===== config.mk =====
export PLATFORM = sky130hd
export DESIGN_NAME = usb_can_serial_frame_parser
export DESIGN_NICKNAME = d
export VERILOG_FILES = /design/src/rtl/ucfp_pkg.sv /design/src/rtl/usb_can_serial_frame_parser.sv /design/src/rtl/ucfp_buf.sv /design/src/rtl/ucfp_seq.sv
export SDC_FILE = /design/constraint.sdc
export NUM_CORES = 1
export LEC_CHECK = 0
export BUFFER_PORTS_ARGS = -buffer_cell sky130_fd_sc_hd__buf_2
export CORE_UTILIZATION = 35
export DETAILED_ROUTE_END_ITERATION = 10
export PLACE_DENSITY = 0.53
export SYNTH_ARGS = -nofsm -noshare
export SYNTH_HDL_FRONTEND = slang
export SYNTH_SLANG_ARGS = --single-unit
export TNS_END_PERCENT = 30

===== constraint.sdc =====
create_clock -name clk -period 5.4 [get_ports clk]
set_clock_uncertainty 0.1 [all_clocks]
set_input_delay 0.54 -clock clk [delete_from_list [all_inputs] [get_ports clk]]
set_output_delay 0.54 -clock clk [all_outputs]
set_load 0.05 [all_outputs]

===== src/rtl/ucfp_pkg.sv =====
// ----------------------------------------------------------------------------
// ucfp_pkg - shared types and constants for the serial CAN frame parser
// Frame layout constants, sequencer states, result kinds and the
// structures that pass between the sequencer, the buffer and the top level.
// ----------------------------------------------------------------------------
`default_nettype none

package ucfp_pkg;

	// Frame buffer geometry
	localparam int BufDepth = 20;
	localparam int AddrW    = 5;

	// Wire protocol
	localparam logic [7:0]       SyncByte     = 8'hAA;
	localparam logic [7:0]       CmdByte      = 8'h55;
	localparam logic [3:0]       DataNibble   = 4'hC;
	localparam int               ExtBit       = 5;
	localparam logic [AddrW-1:0] SumLastOff   = AddrW'(BufDepth - 1);
	localparam logic [AddrW-1:0] DataOverhead = AddrW'(5);
	localparam logic [AddrW-1:0] FirstDataOff = AddrW'(4);
	localparam logic [3:0]       MaxDlc       = 4'd8;

	typedef enum logic [1:0] {
		KIND_DATA     = 2'd0,
		KIND_BAD_DATA = 2'd1,
		KIND_CMD_OK   = 2'd2,
		KIND_CMD_BAD  = 2'd3
	} ucfp_kind_t;

	typedef enum logic [3:0] {
		ST_IDLE,
		ST_CHK0,
		ST_B0,
		ST_SCAN,
		ST_RESYNC,
		ST_B1,
		ST_SUM,
		ST_ID0,
		ST_ID1,
		ST_DATA,
		ST_OUT
	} ucfp_state_t;

	// Buffer memory port request
	typedef struct packed {
		logic             we;
		logic [AddrW-1:0] waddr;
		logic [7:0]       wdata;
		logic             re;
		logic [AddrW-1:0] raddr;
	} ucfp_mem_req_t;

	// One decoded result
	typedef struct packed {
		ucfp_kind_t  kind;
		logic [15:0] can_id;
		logic [3:0]  dlc;
		logic        extended;
		logic [63:0] payload;
	} ucfp_res_t;

	// Circular index add, both operands at most BufDepth
	function automatic logic [AddrW-1:0] ucfp_wrap(input logic [AddrW-1:0] a,
			input logic [AddrW-1:0] b);
		logic [AddrW:0] s;
		s = {1'b0, a} + {1'b0, b};
		if (s >= (AddrW+1)'(BufDepth)) begin
			s = s - (AddrW+1)'(BufDepth);
		end
		return s[AddrW-1:0];
	endfunction

endpackage

`default_nettype wire


===== src/rtl/usb_can_serial_frame_parser.sv =====
// ----------------------------------------------------------------------------
// usb_can_serial_frame_parser - serial CAN adapter frame parser
// Bytes from the adapter link are taken one per transfer into a 20-byte
// circular frame buffer held in a synchronous memory. After each byte the
// sequencer walks the buffer through the single memory read port, one byte
// per cycle: it drops bytes up to the next 0xAA sync byte, checks 20-byte
// command frames (0xAA 0x55) against their 8-bit sum over bytes 2..18, and
// decodes data frames (info byte 0xCx, DLC+5 bytes) into identifier, DLC,
// extended flag and payload. Each byte is stored on its transfer; the next
// byte is taken only once the sequencer has walked the buffer and, with a
// result, handed it to the output slot. At most one result per byte is
// given through an output register, so a new byte may be taken while a
// result waits; the sequencer stalls only when a second result meets a
// full slot.
// ----------------------------------------------------------------------------
`default_nettype none

module usb_can_serial_frame_parser
	import ucfp_pkg::*;
(
	input  wire logic        clk,
	input  wire logic        arst_n,
	input  wire logic        in_valid,
	output logic             in_ready,
	input  wire logic [7:0]  rx_byte,
	output logic             out_valid,
	input  wire logic        out_ready,
	output logic [1:0]       kind,
	output logic [15:0]      can_id,
	output logic [3:0]       dlc,
	output logic             extended,
	output logic [63:0]      payload
);

	ucfp_mem_req_t mem_req;
	logic [7:0]    rd_data;
	logic          res_valid;
	logic          res_ready;
	ucfp_res_t     res;
	ucfp_res_t     res_q;
	logic          out_valid_q;

	ucfp_buf u_buf (
		.clk     (clk),
		.req     (mem_req),
		.rd_data (rd_data)
	);

	ucfp_seq u_seq (
		.clk       (clk),
		.arst_n    (arst_n),
		.in_valid  (in_valid),
		.in_ready  (in_ready),
		.rx_byte   (rx_byte),
		.mem_req   (mem_req),
		.rd_data   (rd_data),
		.res_valid (res_valid),
		.res_ready (res_ready),
		.res       (res)
	);

	// Output slot: free when empty or being emptied
	assign res_ready = !out_valid_q || out_ready;

	always_ff @(posedge clk or negedge arst_n) begin
		if (!arst_n) begin
			out_valid_q <= 1'b0;
		end else if (res_valid && res_ready) begin
			out_valid_q <= 1'b1;
		end else if (out_ready) begin
			out_valid_q <= 1'b0;
		end
	end

	always_ff @(posedge clk) begin
		if (res_valid && res_ready) begin
			res_q <= res;
		end
	end

	assign out_valid = out_valid_q;
	assign kind      = res_q.kind;
	assign can_id    = res_q.can_id;
	assign dlc       = res_q.dlc;
	assign extended  = res_q.extended;
	assign payload   = res_q.payload;

endmodule

`default_nettype wire


===== src/rtl/ucfp_buf.sv =====
// ----------------------------------------------------------------------------
// ucfp_buf - frame byte store
// Single-port-write, single-port-read synchronous memory holding the
// circular frame buffer; read data is registered.
// ----------------------------------------------------------------------------
`default_nettype none

module ucfp_buf
	import ucfp_pkg::*;
(
	input  wire logic          clk,
	input  wire ucfp_mem_req_t req,
	output logic [7:0]         rd_data
);

	logic [7:0] mem [BufDepth];

	// Write port
	always_ff @(posedge clk) begin
		if (req.we) begin
			mem[req.waddr] <= req.wdata;
		end
	end

	// Registered read port
	always_ff @(posedge clk) begin
		if (req.re) begin
			rd_data <= mem[req.raddr];
		end
	end

endmodule

`default_nettype wire


===== src/rtl/ucfp_seq.sv =====
// ----------------------------------------------------------------------------
// ucfp_seq - buffer pointers and frame sequencer
// Keeps head and fill count of the circular buffer, pushes each received
// byte, then walks the buffer through the memory read port to resync,
// check command frames and decode data frames.
// ----------------------------------------------------------------------------
`default_nettype none

module ucfp_seq
	import ucfp_pkg::*;
(
	input  wire logic          clk,
	input  wire logic          arst_n,
	input  wire logic          in_valid,
	output logic               in_ready,
	input  wire logic [7:0]    rx_byte,
	output ucfp_mem_req_t      mem_req,
	input  wire logic [7:0]    rd_data,
	output logic               res_valid,
	input  wire logic          res_ready,
	output ucfp_res_t          res
);

	ucfp_state_t      state_q, state_d;
	logic [AddrW-1:0] head_q;
	logic [AddrW-1:0] count_q;
	logic [AddrW-1:0] idx_q;
	logic [7:0]       sum_q;
	logic [7:0]       info_q;
	logic [15:0]      id_q;
	logic [63:0]      payload_q;
	ucfp_kind_t       kind_q;
	logic [AddrW-1:0] drop_q;

	logic             in_fire;
	logic             full;
	logic             drop_en;
	logic [AddrW-1:0] drop_n;
	logic             re;
	logic [AddrW-1:0] roff;
	logic             is_sync;
	logic             is_cmd;
	logic             is_data;
	logic [AddrW-1:0] rd_exp;
	logic [3:0]       dlc;
	logic             dlc_ok;
	logic [AddrW-1:0] data_last;
	logic [AddrW-1:0] count_m1;
	logic [AddrW-1:0] remain;
	logic [2:0]       lane;

	assign in_ready  = (state_q == ST_IDLE);
	assign in_fire   = in_valid && in_ready;
	assign full      = (count_q == AddrW'(BufDepth));
	assign is_sync   = (rd_data == SyncByte);
	assign is_cmd    = (rd_data == CmdByte);
	assign is_data   = (rd_data[7:4] == DataNibble);
	assign rd_exp    = {1'b0, rd_data[3:0]} + DataOverhead;
	assign dlc       = info_q[3:0];
	assign dlc_ok    = (dlc != 4'd0) && (dlc <= MaxDlc);
	assign data_last = {1'b0, dlc} + (FirstDataOff - AddrW'(1));
	assign count_m1  = count_q - AddrW'(1);
	assign remain    = count_q - idx_q;
	assign lane      = 3'(idx_q - FirstDataOff);

	// Next state
	always_comb begin
		state_d = state_q;
		case (state_q)
			ST_IDLE: begin
				if (in_fire) state_d = ST_CHK0;
			end
			ST_CHK0: begin
				state_d = (count_q < AddrW'(2)) ? ST_IDLE : ST_B0;
			end
			ST_B0: begin
				state_d = is_sync ? ST_B1 : ST_SCAN;
			end
			ST_SCAN: begin
				if (is_sync) begin
					state_d = (remain < AddrW'(2)) ? ST_IDLE : ST_RESYNC;
				end else if (idx_q == count_m1) begin
					state_d = ST_IDLE;
				end
			end
			ST_RESYNC: begin
				state_d = ST_B1;
			end
			ST_B1: begin
				if (is_cmd) begin
					state_d = full ? ST_SUM : ST_IDLE;
				end else if (is_data) begin
					state_d = (count_q >= rd_exp) ? ST_ID0 : ST_IDLE;
				end else begin
					state_d = ST_IDLE;
				end
			end
			ST_SUM: begin
				if (idx_q == SumLastOff) state_d = ST_OUT;
			end
			ST_ID0: begin
				state_d = ST_ID1;
			end
			ST_ID1: begin
				state_d = dlc_ok ? ST_DATA : ST_OUT;
			end
			ST_DATA: begin
				if (idx_q == data_last) state_d = ST_OUT;
			end
			ST_OUT: begin
				if (res_ready) state_d = ST_IDLE;
			end
			default: state_d = ST_IDLE;
		endcase
	end

	// Read requests, front drops and result handshake
	always_comb begin
		re        = 1'b0;
		roff      = '0;
		drop_en   = 1'b0;
		drop_n    = '0;
		res_valid = 1'b0;
		case (state_q)
			ST_CHK0: begin
				re = (count_q >= AddrW'(2));
			end
			ST_B0, ST_RESYNC: begin
				re   = 1'b1;
				roff = AddrW'(1);
			end
			ST_SCAN: begin
				if (is_sync) begin
					drop_en = 1'b1;
					drop_n  = idx_q;
				end else if (idx_q == count_m1) begin
					// no sync byte held: empty the buffer
					drop_en = 1'b1;
					drop_n  = count_q;
				end else begin
					re   = 1'b1;
					roff = idx_q + AddrW'(1);
				end
			end
			ST_B1: begin
				if (is_cmd) begin
					re   = full;
					roff = AddrW'(2);
				end else if (is_data) begin
					re   = (count_q >= rd_exp);
					roff = AddrW'(2);
				end else begin
					drop_en = 1'b1;
					drop_n  = AddrW'(1);
				end
			end
			ST_SUM: begin
				if (idx_q != SumLastOff) begin
					re   = 1'b1;
					roff = idx_q + AddrW'(1);
				end
			end
			ST_ID0: begin
				re   = 1'b1;
				roff = AddrW'(3);
			end
			ST_ID1: begin
				re   = dlc_ok;
				roff = FirstDataOff;
			end
			ST_DATA: begin
				if (idx_q != data_last) begin
					re   = 1'b1;
					roff = idx_q + AddrW'(1);
				end
			end
			ST_OUT: begin
				res_valid = 1'b1;
				drop_en   = res_ready;
				drop_n    = drop_q;
			end
			default: begin
				re = 1'b0;
			end
		endcase
	end

	// Memory port: push on transfer, read relative to head
	always_comb begin
		mem_req.we    = in_fire;
		mem_req.waddr = ucfp_wrap(head_q, count_q);
		mem_req.wdata = rx_byte;
		mem_req.re    = re;
		mem_req.raddr = ucfp_wrap(head_q, roff);
	end

	// Control state: state, head and fill count
	always_ff @(posedge clk or negedge arst_n) begin
		if (!arst_n) begin
			state_q <= ST_IDLE;
			head_q  <= '0;
			count_q <= '0;
		end else begin
			state_q <= state_d;
			if (in_fire) begin
				// a full buffer loses its oldest byte
				if (full) begin
					head_q <= ucfp_wrap(head_q, AddrW'(1));
				end else begin
					count_q <= count_q + AddrW'(1);
				end
			end else if (drop_en) begin
				head_q  <= ucfp_wrap(head_q, drop_n);
				count_q <= (drop_n >= count_q) ? '0 : count_q - drop_n;
			end
		end
	end

	// Datapath: scan index, checksum, decoded fields
	always_ff @(posedge clk) begin
		case (state_q)
			ST_B0: begin
				idx_q <= AddrW'(1);
			end
			ST_SCAN: begin
				idx_q <= idx_q + AddrW'(1);
			end
			ST_B1: begin
				info_q    <= rd_data;
				idx_q     <= AddrW'(2);
				sum_q     <= '0;
				payload_q <= '0;
			end
			ST_SUM: begin
				if (idx_q != SumLastOff) begin
					sum_q <= sum_q + rd_data;
					idx_q <= idx_q + AddrW'(1);
				end else begin
					id_q   <= '0;
					info_q <= '0;
					if (sum_q == rd_data) begin
						kind_q <= KIND_CMD_OK;
						drop_q <= AddrW'(BufDepth);
					end else begin
						kind_q <= KIND_CMD_BAD;
						drop_q <= AddrW'(1);
					end
				end
			end
			ST_ID0: begin
				id_q[7:0] <= rd_data;
			end
			ST_ID1: begin
				id_q[15:8] <= rd_data;
				idx_q      <= FirstDataOff;
				drop_q     <= {1'b0, dlc} + DataOverhead;
				kind_q     <= dlc_ok ? KIND_DATA : KIND_BAD_DATA;
			end
			ST_DATA: begin
				for (int i = 0; i < 8; i++) begin
					if (lane == 3'(i)) payload_q[8*i +: 8] <= rd_data;
				end
				idx_q <= idx_q + AddrW'(1);
			end
			default: begin
				idx_q <= idx_q;
			end
		endcase
	end

	assign res.kind     = kind_q;
	assign res.can_id   = id_q;
	assign res.dlc      = info_q[3:0];
	assign res.extended = info_q[ExtBit];
	assign res.payload  = payload_q;

	// Checks
	a_count_range: assert property (@(posedge clk) disable iff (!arst_n)
		count_q <= AddrW'(BufDepth))
		else $error("fill count beyond buffer depth");

	a_sum_full: assert property (@(posedge clk) disable iff (!arst_n)
		(state_q == ST_SUM) |-> full)
		else $error("checksum walk on a partly filled buffer");

	a_raddr_range: assert property (@(posedge clk) disable iff (!arst_n)
		mem_req.re |-> (mem_req.raddr < AddrW'(BufDepth)))
		else $error("buffer read address out of range");

	a_read_held: assert property (@(posedge clk) disable iff (!arst_n)
		mem_req.re |-> (roff < count_q))
		else $error("read of a byte not held in the buffer");

	a_data_span: assert property (@(posedge clk) disable iff (!arst_n)
		(state_q == ST_DATA) |-> (idx_q >= FirstDataOff && idx_q <= data_last))
		else $error("data byte index outside frame");

endmodule

`default_nettype wire


==> results of run 1 <==
## power by group
part	total (mW)	internal, mW	leakage, nW	switching, mW
Clock	2.83	1.67	0.653	1.16
Sequential	3.65	3.43	3.49	0.217
Combinational	4.25	1.81	2.83	2.43
## worst max-delay path by stage
stage,from,endpoint,slack (ns)
floorplan,u_seq.count_q[1],u_buf.rd_data[0],0.26
global placement,u_seq.info_q[0],u_buf.rd_data[5],0.21
detailed placement,u_seq.info_q[0],u_buf.rd_data[2],0.06
CTS,u_seq.info_q[0],u_buf.rd_data[2],0.07
global route,u_seq.info_q[0],u_buf.rd_data[2],-0.004
finish,u_seq.info_q[0],u_buf.rd_data[2],0.41
## state kept, by name, summed over array words and instances (netlist names), 8 cells and up
name,count
u_seq.sum_q,8
u_seq.id_q,16
u_seq.payload_q,64
u_buf.mem,160
u_buf.rd_data,8
can_id,16
payload,64
## placed cells by master, fill, tap and decap left out, types with 25 or more instances in the layout
master / instances
mux4_2: 40
o21ai_0: 28
inv_1: 34
a21oi_1: 34
mux2i_1: 27
buf_2: 100
and2_1: 25
ha_1: 59
nor2b_1: 31
clkbuf_16: 42
buf_4: 27
nand2_1: 53
edfxtp_1: 360
nor2_1: 88
## metal layers
layer	GRT usage, %	vias up
li1	-	4397
met1	21.8	4691
met2	26.9	231
met3	2.54	51
met4	5.28	0
met5	0	-
## final cells by class
class | count | share of cell area [%]
sequential | 375 | 58.1
multi-input combinational | 626 | 26.3
clock buffer | 46 | 5.53
timing repair buffer | 131 | 4.01
tap | 607 | 3.94
clock inverter | 28 | 1.50
inverter | 35 | 0.682
## worst max-delay path, stage by stage (launching register included)
cell	delay (ns)
edfxtp_1	0.51
inv_1	0.11
ha_1	0.26
and3b_1	0.18
o21ai_0	0.17
a31oi_1	0.10
o311a_1	0.40
o31a_1	0.17
o41ai_1	0.43
ha_2	0.27
inv_1	0.05
fa_2	0.35
xnor2_2	0.17
inv_2	0.18
ha_1	0.24
nand2_1	0.10
a21boi_2	0.13
buf_4	0.31
a211oi_1	0.08
a211o_1	0.30
a31oi_1	0.18
## cells by family after synthesis
family | synth area share (%)
flops | 67.7
mux | 7.31
xor+xnor | 2.22
fa+ha+maj | 5.34
compound gates | 7.15
buf+inv | 1.88
simple gates | 8.43
## repair_timing
action,CTS,global route
setup endpoints to repair,0,8
endpoints found under the hold margin,15,0
hold buffers,1,0
resized for setup,0,4
==> metrics.txt, run 1 <==
status completed; first-pass GRT wire length 58,300 microns; multi-input combinational cell area 0.00506 sq mm; num rows 79; Via Count 9,370; crit start category register; WHS 0.222 ns; leading area contributor after synthesis edfxtp_1; FF+latch count, synth 375; ANT cells 0; leak pwr 6.98 nW; maximum vdd drop 0.000359 V; wire length per cell 20.5 microns; final worst setup slack 0.406 ns; H-tree levels 2; Final Total Pwr 10.7 mW; Skew-Pair Late Insertion Delay 0.56 ns; Cells after DPL 1,773; Distinct cells, synth 74; layout cells sized above 1 20.2%; postcts setup bufs 0; vias per cell 5.07; highest metal used met4; die span in y 219 microns; Initial Util 35.5%; Crit path arrival time 5.29 ns; share of the synthesized area in the top cell type 65.4%; ys flop type edfxtp_1; final setup fails 0; largest net degree at the start of global routing 54; hold path cells 3; 1st-iter DRT viols 733; root buf cell clkbuf_16; top post-synthesis cells by area edfxtp_1 65%, mux4_2 5.5%, ha_1 4.6%, dfrtp_1 2.3%, nor2_1 2.0%; metal3 WL 1620 microns; Avg Inst Size Synth 15.3 sq um; Tcrit/Tclk final 92.5%; setup slack at placement 0.0567 ns; Hold Path Origin out_ready; EDFF count, synth 360; max-cap violation count 0; Layout Utilization 41.4%; CP Class register to register; cell with the most instances after synthesis edfxtp_1; WHS Endpoint out_valid; grt ovf 0; initial antenna violation count 0; DRT Pass-1 Iters 5; DRC 0; die area 0.0481 sq mm; worst hold path type input port to register; vias in the first global route 9,595; dpl hpwl 25,600 microns; FMAX 0.200 GHz; R2R Setup Slk 0.41 ns; IO Pins 101; Clock Pin Slew Worst Setup and Hold Paths 0.06 ns; fin area 0.0193 sq mm; asr flop ratio synth 4.00%; CTS Buffer Depth 3; RR Endpoint u_buf.rd_data[2]; post-synthesis net count 1,160; Synth Cell Area 0.0165 sq mm; Final Wtd Congestion 0.857; FF-to-FF path depth 20; setup TNS 0 ns; Fillers 4,207; top cells by count, synth 360 x edfxtp_1, 88 x nor2_1, 61 x ha_1; Cells after Synth 1,081; met1 WL 17,300 microns; placed cell areas 0.0179 sq mm; Num CTS Buffers 41; Post-DRT Antenna Nets 0; worst r2r src u_seq.info_q[0]; P&R area growth vs syn 16.5%; Yosys warnings 0; min Tclk post-route 4.99 ns; nets@finish 1,289; Pins Over Slew Limit 0; Tightest Pin Transition 1.03 ns; Cell Pwr Density 557 mW/mm^2; Crit path required time 5.70 ns; Routed WL 37,800 microns; CTS tree done; Die Span X 219 microns; crit path capture type register; buffers added on ports 100; core area 0.0466 sq mm; GR Util All Layers 16.3%; storage element area 0.0112 sq mm; Seq/Total Area, Yosys 67.7%; routed wl met2 18,100 microns; Rel. slew slack 30.2%; count of clock tree sinks 375; Layout Cells excl Fill 1,848; worst-path maximum fanout 32; Hold Fails Final Rpt 0
No activity file was read; power rests on OpenSTA's default activity.
==> run 2: changes to the inputs <==
Settings changed: PLACE_DENSITY 0.53 to 0.59.
==> run 2 against run 1 <==
Effect of this change:
- sequential cell count did not move
- global-route usage decreased by 1.3 points
- register-to-register slack lost 0.02 ns
- final cell count fell by 0.38%
- sequential power about the same
- clock power shrank 6%
- combinational power down 4%
- sequential share of layout area grew 0.44 points
- setup slack got worse by 0.017 ns
- clock-buffer cell count rose by 2
==> metrics.txt, run 2 (synthesized netlist as in run 1, its figures left out) <==
status completed; slowest library cell on the worst path edfxtp_1; crit path capture type register; DRC 0 (unchanged); first-pass GRT wire length 54,700 microns (-6.2%); Cell Pwr Density 544 mW/mm^2 (-2.2%); Tightest Pin Transition 1.09 ns (+0.0563 ns); DRT Pass-1 Iters 5 (unchanged); count of clock tree sinks 375 (unchanged); vias per cell 5.07 (about the same); kind of cell adding the most delay to the critical path compound AO/OA/AOI/OAI gates; final setup fails 0 (unchanged); Initial Util 35.5% (unchanged); ANT cells 0 (unchanged); die span in y 219 microns (unchanged); most frequent cells in the layout 360 x edfxtp_1, 100 x buf_2, 88 x nor2_1; buffers added on ports 100 (unchanged); Crit path arrival time 5.29 ns (about the same); vias in the first global route 9,247 (-3.6%); P&R area growth vs syn 15.7%; maximum vdd drop 0.000339 V (-5.5%); dpl hpwl 24,600 microns (-4.1%); Rel. slew slack 27.4% (-2.8 points); Largest Register u_buf.mem; Die Span X 219 microns (unchanged); Num CTS Buffers 40 (-2.4%); Clock Pin Slew Worst Setup and Hold Paths 0.06 ns (about the same); FMAX 0.200 GHz (-0.34%); wire length per cell 19.3 microns (-5.6%); IO Pins 101 (unchanged); total net switching power 3.66 mW (-3.9%); routed wl met2 17,100 microns (-5.3%); Routed WL 35,600 microns (-5.9%); highest metal used met4; min Tclk post-route 5.01 ns (+0.0168 ns); leak pwr 6.90 nW (-1.1%); max-cap violation count 0 (unchanged); 1st-iter DRT viols 613 (-16%); Via Count 9,337 (-0.35%); H-tree levels 2 (unchanged); CP cell instances inv_1 -> ha_1 -> and3b_1 -> o21ai_0 -> a31oi_1 -> o311a_1 -> o31a_1 -> o41ai_1 -> ha_2 -> inv_1 -> fa_2 -> xnor2_1 -> buf_4 -> ha_1 -> nand3b_1 -> nand2_1 -> a21boi_2 -> buf_4 -> a211oi_1 -> a211o_1 -> a31oi_1; Post-DRT Antenna Nets 0 (unchanged); worst hold path type input port to register; Layout Utilization 41.1% (-0.31 points); Pins Over Slew Limit 0 (unchanged); largest net degree at the start of global routing 88 (+63%); Crit path required time 5.68 ns (-0.02 ns); nets@finish 1,283 (-0.47%); met1 WL 15,800 microns (-8.6%); Hold Fails Final Rpt 0 (unchanged); setup TNS 0 ns (unchanged); Skew-Pair Late Insertion Delay 0.55 ns (about the same); register share of total power 35.0% (+1.0 points); Logic pwr share 39.4% (-0.2 points); crit start category register; grt ovf 0 (unchanged); layout cells sized above 1 19.9% (-0.37 points); postcts setup bufs 0 (unchanged); initial antenna violation count 0 (unchanged); metal3 WL 1800 microns (+12%); Final Wtd Congestion 0.851 (-0.75%); max FFs per register 160 (unchanged); Buffers & Inverters on Critical Path 4 (unchanged); maximum cell stage delay along the critical path 0.52 ns (about the same); leading cell type in the layout, fill and taps excluded edfxtp_1; internal power 6.74 mW (-2.5%); GR Util All Layers 15.0% (-1.3 points); CP Class register to register; Sw Share 35.2% (-0.33 points); Tcrit/Tclk final 92.8% (+0.31 points); clock group share of total power 25.6% (-0.8 points); root buf cell clkbuf_16; worst-path maximum fanout 32 (unchanged); core area 0.0466 sq mm (unchanged); CTS Buffer Depth 3 (unchanged); num rows 79 (unchanged); CTS tree done; die area 0.0481 sq mm (unchanged); RSZ-0062 raised after global routing no
[run 2: cell count changes in the layout (fill, tap and decap cells not counted), sizes merged]
| cell | previous run | this run |
|---|---|---|
| buf | 130 | 125 |
| bufinv | 5 | 3 |
| clkinvlp | 2 | 5 |
| inv | 38 | 40 |
| clkinv | 18 | 11 |
| clkbuf | 46 | 48 |
[run 2: final cells by class]
class                   instances  area, sq um
clock buffers                  48         1050
clock inverters                24          223
fillers                      4256        27400
inverters                      35          131
multi-input cells             626         5040
flip-flops and latches        375        11200
well taps                     607          759
repair buffers                126          723
[run 2: power groups by stage]
stage / Combinational, mW / Clock, mW / Sequential, mW
floorplan: 3.10 / 0 / 3.60
global placement: 4.11 / 0 / 3.70
detailed placement: 4.12 / 0 / 3.70
CTS: 4.14 / 2.73 / 3.64
global route: 4.51 / 2.84 / 3.66
finish: 4.10 / 2.67 / 3.64
[run 2: timing repair]
action / CTS / global route
endpoints found under the setup margin: 0 / 8
hold buffers: 1 / 0
gates resized for setup: 0 / 2
hold endpoints to repair: 15 / 0
[run 2: worst register-to-register path, cell delays in order (launching register included)]
cell and delay (ns):
edfxtp_1 0.52, inv_1 0.11, ha_1 0.26, and3b_1 0.19
o21ai_0 0.17, a31oi_1 0.10, o311a_1 0.40, o31a_1 0.18
o41ai_1 0.45, ha_2 0.28, inv_1 0.05, fa_2 0.34
xnor2_1 0.16, buf_4 0.19, ha_1 0.21, nand3b_1 0.08
nand2_1 0.07, a21boi_2 0.13, buf_4 0.31, a211oi_1 0.09
a211o_1 0.30, a31oi_1 0.18
[run 2: path summary, 6_finish.rpt]
check / depth (start not counted) / slack [ns] / startpoint / to
min: 3 / 0.27 / out_ready / out_valid
max: 21 / 0.39 / u_seq.info_q[0] / u_buf.rd_data[4]
min in group asynchronous: 2 / 0.36 / arst_n / u_seq.head_q[3]
max reg2reg: 21 / 0.39 / u_seq.info_q[0] / u_buf.rd_data[4]
max in group asynchronous: 2 / 4.53 / arst_n / u_seq.count_q[3]
min reg2reg: 0 / 0.32 / u_seq.payload_q[48] / payload[48]
[run 2: per-stage QoR]
step	cell area, sq um	setup slack, ns	instances	hold slack (ns)	total power, mW
2_1_floorplan	16500	0.259	1081	0.144	6.70
3_3_place_gp	17800	0.497	1768	0.301	7.81
3_5_place_dp	17800	0.397	1768	0.305	7.82
4_1_cts	19100	0.373	1841	0.251	10.5
5_1_grt	19100	0.0635	1841	0.276	11.0
6_report	19100	0.389	1841	0.266	10.4
[run 2: per-layer routing]
layer / vias up / global-route usage, %
met5: - / 0
met2: 262 / 24.7
met1: 4617 / 20.1
li1: 4399 / -
met3: 59 / 2.56
met4: 0 / 4.95
